File: src/hdl/poisson_deviance_accumulator_macros.svh
// assertion macros shared by the rtl files
`ifndef POISSON_DEVIANCE_ACCUMULATOR_MACROS_SVH
`define POISSON_DEVIANCE_ACCUMULATOR_MACROS_SVH

`ifndef ASSERT_OFF
`define PDA_ASSERT(lbl, prop, msg) \
	lbl: assert property (@(posedge clk) disable iff (!arst_n) prop) else $error(msg);
`define PDA_ASSERT_NEVER(lbl, cond, msg) \
	lbl: assert property (@(posedge clk) disable iff (!arst_n) !(cond)) else $error(msg);
`else
`define PDA_ASSERT(lbl, prop, msg)
`define PDA_ASSERT_NEVER(lbl, cond, msg)
`endif

`endif

File: src/hdl/pda_pkg.sv
package pda_pkg;

	localparam int DEFAULT_LN_ITERATIONS = 16;
	localparam int SUM_W = 48;
	localparam int ADD_W = 40;
	localparam logic [31:0] LN2_Q32 = 32'd2977044472;

	localparam logic [15:0] E_LOW_CUT_RST = 16'd410;
	localparam logic [15:0] E_HIGH_CUT_RST = 16'd4915;
	localparam logic [15:0] MU_LOW_CUT_RST = 16'd819;

	typedef enum logic [1:0] {
		REG_E_LOW_CUT = 2'd0,
		REG_E_HIGH_CUT = 2'd1,
		REG_HIGH_CUT_EN = 2'd2,
		REG_MU_LOW_CUT = 2'd3
	} reg_idx_t;

	typedef enum logic [1:0] {
		CLS_NONE,
		CLS_ZERO_D,
		CLS_BOTH
	} cls_t;

	typedef struct packed {
		cls_t cls;
		logic [31:0] observed;
		logic [31:0] predicted;
		logic last;
	} entry_t;

	typedef enum logic [2:0] {
		ST_IDLE,
		ST_LOG,
		ST_LN,
		ST_TERM,
		ST_CLAMP,
		ST_ACC
	} state_t;

	function automatic logic [4:0] msb_pos(input logic [31:0] x);
		logic [4:0] k;
		k = '0;
		for (int i = 0; i < 32; i++) begin
			if (x[i]) begin
				k = 5'(i);
			end
		end
		return k;
	endfunction

endpackage

File: src/hdl/pda_front.sv
`include "poisson_deviance_accumulator_macros.svh"

module pda_front (
	input  logic                clk,
	input  logic                arst_n,
	input  logic                cfg_valid,
	input  logic [1:0]          cfg_index,
	input  logic [15:0]         cfg_data,
	input  logic                in_valid,
	output logic                in_ready,
	input  logic                sample_kind,
	input  logic [15:0]         bin_energy,
	input  logic [31:0]         observed,
	input  logic [31:0]         predicted,
	input  logic                last,
	output logic                head_valid,
	output pda_pkg::entry_t     head,
	input  logic                pop
);

	logic [15:0] e_low_q, e_high_q, mu_low_q;
	logic        high_en_q;
	pda_pkg::entry_t fifo_q [2];
	logic        wr_ptr_q, rd_ptr_q;
	logic [1:0]  count_q;
	logic        push, keep;
	pda_pkg::entry_t new_entry;

	always_ff @(posedge clk or negedge arst_n) begin
		if (!arst_n) begin
			e_low_q   <= pda_pkg::E_LOW_CUT_RST;
			e_high_q  <= pda_pkg::E_HIGH_CUT_RST;
			high_en_q <= 1'b1;
			mu_low_q  <= pda_pkg::MU_LOW_CUT_RST;
		end else if (cfg_valid) begin
			unique case (pda_pkg::reg_idx_t'(cfg_index))
				pda_pkg::REG_E_LOW_CUT:   e_low_q   <= cfg_data;
				pda_pkg::REG_E_HIGH_CUT:  e_high_q  <= cfg_data;
				pda_pkg::REG_HIGH_CUT_EN: high_en_q <= cfg_data[0];
				pda_pkg::REG_MU_LOW_CUT:  mu_low_q  <= cfg_data;
				default: ;
			endcase
		end
	end

	// energy cuts and count classification
	always_comb begin
		if (sample_kind) begin
			keep = !(bin_energy < mu_low_q);
		end else begin
			keep = !(bin_energy < e_low_q) && !(bin_energy > e_high_q && high_en_q);
		end
		new_entry.observed  = observed;
		new_entry.predicted = predicted;
		new_entry.last      = last;
		if (!keep) begin
			new_entry.cls = pda_pkg::CLS_NONE;
		end else if (observed == '0) begin
			new_entry.cls = pda_pkg::CLS_ZERO_D;
		end else if (predicted != '0) begin
			new_entry.cls = pda_pkg::CLS_BOTH;
		end else begin
			new_entry.cls = pda_pkg::CLS_NONE;
		end
	end

	assign in_ready   = (count_q != 2'd2);
	assign push       = in_valid && in_ready;
	assign head_valid = (count_q != 2'd0);
	assign head       = fifo_q[rd_ptr_q];

	always_ff @(posedge clk) begin
		if (push) begin
			fifo_q[wr_ptr_q] <= new_entry;
		end
	end

	always_ff @(posedge clk or negedge arst_n) begin
		if (!arst_n) begin
			wr_ptr_q <= 1'b0;
			rd_ptr_q <= 1'b0;
			count_q  <= '0;
		end else begin
			if (push) begin
				wr_ptr_q <= !wr_ptr_q;
			end
			if (pop) begin
				rd_ptr_q <= !rd_ptr_q;
			end
			count_q <= count_q + 2'(push) - 2'(pop);
		end
	end

	`PDA_ASSERT_NEVER(a_fifo_over, count_q > 2'd2, "queue count beyond depth")
	`PDA_ASSERT_NEVER(a_pop_empty, pop && count_q == 2'd0, "pop from empty queue")
	`PDA_ASSERT(a_push_count, push && !pop |=> count_q == $past(count_q) + 2'd1, "push lost")

endmodule

File: config.mk
export PLATFORM = sky130hd
export DESIGN_NAME = pda_front
export DESIGN_NICKNAME = d
export VERILOG_FILES = /design/src/hdl/pda_pkg.sv /design/src/hdl/pda_front.sv
export VERILOG_INCLUDE_DIRS = /design/src /design/src/hdl
export SDC_FILE = /design/constraint.sdc
export NUM_CORES = 1
export LEC_CHECK = 0
export BUFFER_PORTS_ARGS = -buffer_cell sky130_fd_sc_hd__buf_2
export CAP_MARGIN = 0
export CORE_MARGIN = 3
export CORE_UTILIZATION = 59
export DETAILED_ROUTE_END_ITERATION = 10
export GPL_TIMING_DRIVEN = 0
export MAX_ROUTING_LAYER = met4
export PLACE_DENSITY = 0.85
export SYNTH_ARGS = -nofsm -noshare
export SYNTH_HDL_FRONTEND = slang
export SYNTH_SLANG_ARGS = --single-unit
File: constraint.sdc
create_clock -name clk -period 11.7 [get_ports clk]
set_clock_uncertainty 0.05 [all_clocks]
set_input_delay 1.17 -clock clk [delete_from_list [all_inputs] [get_ports clk]]
set_output_delay 1.17 -clock clk [all_outputs]
set_load 0.1 [all_outputs]
==> impl_metrics.json, run 1 <==
{
  "outcome": "finished clean",
  "drc_errors": 0,
  "mostFrequentLayoutCells": "176 x buf_2, 134 x edfxtp_1, 99 x mux2_1",
  "fp.dieArea_um2": 15300,
  "worst_setup_path_start_kind": "flip-flop",
  "synth_adder_area_share_pct": 7.35,
  "gp_congestion": 0.851,
  "synth-seq-cells": 187,
  "rows": 42,
  "cts_resized": 0,
  "fillers": 846,
  "cts_inserted_buffers": 17,
  "overflow": 0,
  "p_int_w": 0.00141,
  "grt_pass1_wl_um": 25700,
  "slew_headroom_pct": 22.8,
  "cts_hold_buffers": 0,
  "reg2reg_from": "e_high_q[12]",
  "avgRoutedWirePerCell_um": 18.6,
  "seq_area_frac_synth_pct": 65.8,
  "clock_latency_ns": 0.42,
  "path_max_fanout": 10,
  "grt_pass1_vias": 5166,
  "clkPwrFrac_pct": 19.0,
  "area_growth_pct": 20.6,
  "hold_viol_final": 0,
  "setup_tns_ns": 0,
  "synth_nets": 687,
  "dp_slack_ns": 8.37,
  "final.setup.worst_slack_ns": 7.97,
  "synth-simple-area-share_pct": 5.30,
  "synth_xor_area_share_pct": 0.429,
  "start_util_pct": 60.9,
  "routed_wl_um": 17100,
  "switching_share_pct": 49.2,
  "synth-main-ff-cell": "edfxtp_1",
  "arrival_ns": 2.51,
  "syn-mean-instance-area_um2": 15.3,
  "antenna_left": 0,
  "drive_above_1_share_pct": 31.8,
  "yosys.area.top_type": "edfxtp_1",
  "hold_start": "mu_low_q[15]",
  "synthMuxAreaShare_pct": 13.9,
  "ys_warn_count": 0,
  "p_leak_nw": 4.11,
  "cp.required_ns": 10.48,
  "worst_slew_pin_slew_ns": 1.16,
  "startpoint": "rd_ptr_q",
  "layout.area.seq_um2": 5370,
  "antenna_found_initial": 2,
  "hold_class": "reg2reg",
  "synth_edf_count": 134,
  "layout_commonest_cell": "buf_2",
  "clockRootBuffer": "clkbuf_16",
  "synth_top_family_by_area": "multiplexers",
  "clock.fmax_ghz": 0.268,
  "grt.total_usage_pct": 23.0,
  "powerDensity_nw_per_um2": 281,
  "clk_path_buf_depth": 2,
  "synth.distinct_cells": 46,
  "cts.clk_slew.worst_paths_ns": 0.07,
  "path_class": "reg2out",
  "async_flop_share_pct": 28.3,
  "cts_sinks": 187,
  "synth_top_area_share_pct": 49.3,
  "cts_setup_buffers": 0,
  "die_w_um": 124,
  "p_sw_w": 0.00136,
  "syn_area_um2": 8170,
  "period_needed_ns": 3.73,
  "grt_max_degree": 68,
  "final_nets": 881,
  "avgViaCountPerCell": 5.54,
  "maxSlewViolCount": 0,
  "peakVddDrop_v": 0.000142,
  "multi_input_comb_area_um2": 2560,
  "power.share.sequential_pct": 33.6,
  "drtIter0Drc": 348,
  "whs_ns": 0.442,
  "netlist_top_cells_area": "edfxtp_1 49%, mux2_1 14%, dfrtp_1 10%",
  "synthCells": 534,
  "setup_violations": 0,
  "dp_hpwl_um": 12600,
  "cts_tree": "done",
  "synth_compound_area_share_pct": 4.24,
  "numPortBuffers": 173,
  "first_pass_iters": 4,
  "h-tree-depth": 4,
  "post-route-period-util_pct": 31.9,
  "pwr-share-comb_pct": 47.4,
  "max-cap-violations": 0,
  "core-area_um2": 13400,
  "worstSetupEndpointType": "output port",
  "vias": 5086,
  "dieHeight_um": 124,
  "rsz0062_at_grt": "no",
  "ioPinCount": 174
}
## stage by stage
| stage | power (W) | utilization, % | std cells | instance area (µm²) |
|---|---|---|---|---|
| global placement | 0.00223 | 69.0 | 883 | 9250 |
| detailed placement | 0.00226 | 69.4 | 885 | 9310 |
| CTS | 0.00278 | 73.5 | 916 | 9840 |
| floorplan | 0.00202 | - | 534 | 8170 |
| global route | 0.00287 | 73.5 | 918 | 9850 |
| finish | 0.00277 | 73.5 | 918 | 9850 |
## worst paths after layout
| check | to | slack [ns] | cells after the start |
|---|---|---|---|
| worst max-delay path | head[45] | 7.97 | 5 |
| worst min-delay path | mu_low_q[15] | 0.44 | 1 |
| worst max register to register | fifo_q[1][66] | 9.21 | 8 |
| worst min register to register | mu_low_q[15] | 0.44 | 1 |
| max in group asynchronous | mu_low_q[6] | 9.96 | 1 |
| min in group asynchronous | e_high_q[14] | 0.93 | 1 |
## routing by layer
metal / track usage [%] / up-vias / share of wire [%]
li1: - / 2388 / -
met1: 28.0 / 2492 / 39
met2: 38.4 / 181 / 52
met3: 5.13 / 25 / 7.5
met4: 8.03 / 0 / 2.0
met5: - / - / 0
## worst max-delay path, stage by stage, from the launching register on
cell      delay, ns
dfrtp_1        0.32
clkbuf_1       0.25
buf_1          0.48
buf_2          0.37
mux2_1         0.37
buf_2          0.30
## sequential cells by signal (all words and copies together) (netlist names)
| signal | flops |
|---|---|
| count_q | 2 |
| e_high_q | 16 |
| e_low_q | 16 |
| fifo_q | 134 |
| high_en_q | 1 |
| mu_low_q | 16 |
| rd_ptr_q | 1 |
| wr_ptr_q | 1 |
## final cells by class
cell class	count	share of cell area, %
Timing Repair Buffer	175	9.20
Sequential cell	187	54.6
Inverter	50	1.91
Tap cell	176	2.24
Clock inverter	14	1.14
Clock buffer	17	4.32
Antenna cell	2	0.0508
Buffer	13	0.534
Multi-Input combinational cell	284	26.0
## kinds of logic (layout without fill, tap and decap cells)
logic type / count (synthesis) / after routing
compound gates: 52 / 52
xor+xnor: 4 / 4
fa+ha+maj: 48 / 48
buf+inv: 63 / 269
flops: 187 / 187
mux: 101 / 101
other cells: 0 / 2
simple gates: 79 / 79
## power by group through the flow
stage	combinational, W	sequential, W	clock, W
2_1_floorplan	0.00109	0.000932	0
3_3_place_gp	0.00128	0.000943	0
3_5_place_dp	0.00132	0.000942	0
4_1_cts	0.00132	0.000930	0.000532
5_1_grt	0.00137	0.000941	0.000558
6_report	0.00131	0.000929	0.000526
## cells in the mapped netlist, types with 2 or more instances
| cell type | number |
|---|---|
| o21ai_0 | 2 |
| nand4_1 | 9 |
| nand2_1 | 21 |
| buf_2 | 3 |
| nand2b_1 | 2 |
| dfrtp_1 | 34 |
| edfxtp_1 | 134 |
| and3_1 | 4 |
| ha_1 | 48 |
| o21ai_1 | 15 |
| mux2_1 | 99 |
| buf_1 | 5 |
| nor3_1 | 2 |
| mux2_2 | 2 |
| and4_1 | 2 |
| nor4_1 | 16 |
| nor2_1 | 7 |
| clkbuf_1 | 5 |
| nand3_1 | 8 |
| a21o_1 | 6 |
| a21oi_1 | 15 |
| nor2b_1 | 2 |
| dfstp_2 | 19 |
| inv_1 | 50 |
| xnor2_1 | 3 |
Note: power is estimated with default switching activity, not from simulation.
==> run 2, diff against run 1 <==
--- a/config.mk
+++ b/config.mk
@@ -6,14 +6,15 @@
 export SDC_FILE = /design/constraint.sdc
 export NUM_CORES = 1
 export LEC_CHECK = 0
+export ABC_AREA = 1
 export BUFFER_PORTS_ARGS = -buffer_cell sky130_fd_sc_hd__buf_2
 export CAP_MARGIN = 0
 export CORE_MARGIN = 3
-export CORE_UTILIZATION = 59
+export CORE_UTILIZATION = 55
 export DETAILED_ROUTE_END_ITERATION = 10
 export GPL_TIMING_DRIVEN = 0
 export MAX_ROUTING_LAYER = met4
-export PLACE_DENSITY = 0.85
+export PLACE_DENSITY = 0.8
 export SYNTH_ARGS = -nofsm -noshare
 export SYNTH_HDL_FRONTEND = slang
 export SYNTH_SLANG_ARGS = --single-unit
==> constraint.sdc (replaced) <==
create_clock -name clk -period 3.89 [get_ports clk]
set_clock_uncertainty 0.05 [all_clocks]
set_input_delay 0.389 -clock clk [delete_from_list [all_inputs] [get_ports clk]]
set_output_delay 0.389 -clock clk [all_outputs]
set_load 0.1 [all_outputs]
==> impl_metrics.json, run 2 <==
{
  "worst_slew_pin_slew_ns": 1.16,
  "hold_start": "predicted[12]",
  "start_util_pct": 56.8,
  "worst_setup_path_start_kind": "flip-flop",
  "syn_area_um2": 8320,
  "p_int_w": 0.00445,
  "rsz0062_at_grt": "no",
  "cts_hold_buffers": 0,
  "hold_depth": 1,
  "avgViaCountPerCell": 5.42,
  "synth-seq-cells": 187,
  "h-tree-depth": 4,
  "drive_above_1_share_pct": 37.4,
  "switching_share_pct": 48.3,
  "final_nets": 990,
  "synthCells": 641,
  "power.share.sequential_pct": 32.1,
  "cts.clk_slew.worst_paths_ns": 0.07,
  "clock.fmax_ghz": 0.432,
  "grt.total_usage_pct": 22.7,
  "top_register": "fifo_q",
  "first_pass_iters": 5,
  "async_flop_share_pct": 28.3,
  "reg2reg_from": "e_high_q[12]",
  "maxSlewViolCount": 0,
  "cts_setup_buffers": 0,
  "hold_class": "in2reg",
  "seq_area_frac_synth_pct": 64.6,
  "mostFrequentLayoutCells": "181 x buf_2, 134 x edfxtp_1, 108 x nand2_1",
  "netlist_top_cells_area": "edfxtp_1 48%, dfrtp_1 10%, ha_1 7.2%",
  "finalPower_w": 0.00862,
  "synth-main-ff-cell": "edfxtp_1",
  "drc_errors": 0,
  "cts_inserted_buffers": 17,
  "antenna_left": 0,
  "fp.dieArea_um2": 16600,
  "grt_pass1_wl_um": 28200,
  "drtIter0Drc": 408,
  "p_sw_w": 0.00416,
  "placed_cells": 1002,
  "arrival_ns": 1.88,
  "ys_warn_count": 0,
  "die_w_um": 129,
  "p_leak_nw": 4.40,
  "antenna_found_initial": 1,
  "clockRootBuffer": "clkbuf_16",
  "dieHeight_um": 129,
  "avgRoutedWirePerCell_um": 17.6,
  "clk_path_buf_depth": 2,
  "whs_ns": 0.110,
  "post-route-period-util_pct": 59.5,
  "period_needed_ns": 2.32,
  "cts_resized": 0,
  "pwr-share-comb_pct": 48.6,
  "area_growth_pct": 21.2,
  "layout_commonest_cell": "buf_2",
  "yosys.area.top_type": "edfxtp_1",
  "grt_max_degree": 54,
  "rows": 44,
  "clkPwrFrac_pct": 19.3,
  "syn-mean-instance-area_um2": 13.0,
  "rrSetupSlack_ns": 1.93,
  "gp_congestion": 0.897,
  "max-cap-violations": 0,
  "path_class": "reg2out",
  "synth.distinct_cells": 31,
  "hold_viol_final": 0,
  "slew_headroom_pct": 22.9,
  "peakVddDrop_v": 0.000545,
  "dp_slack_ns": 1.95,
  "dp_hpwl_um": 13400,
  "powerDensity_nw_per_um2": 855,
  "reg2reg_depth": 8,
  "core-area_um2": 14600,
  "cts_sinks": 187,
  "cp.required_ns": 3.45,
  "fillers": 1021,
  "overflow": 0,
  "outcome": "finished clean",
  "setup_violations": 0,
  "yosysMostFrequentCell": "edfxtp_1",
  "clock_latency_ns": 0.43,
  "numPortBuffers": 173,
  "instances_no_fill": 1036,
  "final.setup.worst_slack_ns": 1.57,
  "ioPinCount": 174,
  "synth_edf_count": 134,
  "largest_reg_flops": 134,
  "whs_endpoint": "fifo_q[1][13]",
  "setup_tns_ns": 0,
  "worstSetupEndpointType": "output port",
  "yosys-top-cells-count": "134 x edfxtp_1, 108 x nand2_1, 77 x inv_1, 48 x ha_1, 47 x mux2_2",
  "vias": 5612,
  "grt_pass1_vias": 5663,
  "routed_wl_um": 18300,
  "cts_tree": "done",
  "path_max_fanout": 10,
  "synth_nets": 794,
  "synth_top_area_share_pct": 48.4,
  "r2r-end": "fifo_q[1][65]"
}
[run 2: changes by cell type in the layout (fill, tap and decap cells not counted), sizes merged, moves of 4 or more]
cell,delta
a21o,-5
nand2,+88
o21ai,+35
a21oi,+5
nor2,+12
nand4,-4
buf,+6
mux2,-34
inv,+31
and3,-4
[run 2: cells by family after synthesis]
group                    Yosys count  synth area share [%]
multiplexers                      67                  9.97
adder cells (fa/ha/maj)           48                  7.22
flip-flops                       187                  64.6
XOR/XNOR                           3                 0.316
buffers and inverters             98                  4.92
AND/OR/NAND/NOR                  161                  8.27
AO/OA/AOI/OAI                     77                  4.74
[run 2: per-layer routing]
metal | vias up | GRT usage, % | routed length (µm)
met5 | - | - | 0
met4 | 0 | 9.08 | 414
met3 | 30 | 5.06 | 1270
met2 | 212 | 38.0 | 9210
met1 | 2726 | 26.8 | 7380
li1 | 2644 | - | -
[run 2: critical path: stages (launching register included)]
cell     delay (ns)
dfrtp_1        0.38
buf_6          0.13
buf_6          0.14
buf_6          0.16
mux2_4         0.20
buf_2          0.43
[run 2: per-stage QoR]
step                      area [µm²]  util (%)
after floorplan                 8320         -
after global placement          9420      64.3
after detailed placement        9510      65.0
after CTS                      10100      68.8
after global routing           10100      68.9
final                          10100      68.9
[run 2: cell type report]
cell class | count | area, µm² | area share, %
antenna | 2 | 5.00 | 0.0496
tap | 184 | 230 | 2.28
buffer | 17 | 105 | 1.04
inverter | 81 | 304 | 3.02
clock inverter | 15 | 140 | 1.39
clock buffer | 17 | 425 | 4.22
timing repair buffer | 177 | 946 | 9.38
sequential | 187 | 5370 | 53.3
multi-input combinational | 356 | 2550 | 25.3
[run 2: power groups by stage]
stage | registers, W | logic [W] | clock network [W]
6_report | 0.00277 | 0.00419 | 0.00167
5_1_grt | 0.00280 | 0.00436 | 0.00177
4_1_cts | 0.00277 | 0.00422 | 0.00169
3_5_place_dp | 0.00281 | 0.00420 | 0
3_3_place_gp | 0.00284 | 0.00406 | 0
2_1_floorplan | 0.00280 | 0.00349 | 0
[run 2: how the worst max path moves through the flow]
stage / start / endpoint / slack [ns]
finish: rd_ptr_q / head[40] / 1.57
global route: rd_ptr_q / head[45] / 1.52
CTS: rd_ptr_q / head[40] / 1.56
detailed placement: bin_energy[15] / fifo_q[0][65] / 1.95
global placement: count_q[1] / fifo_q[1][43] / -1.31
floorplan: count_q[1] / fifo_q[1][0] / -0.81
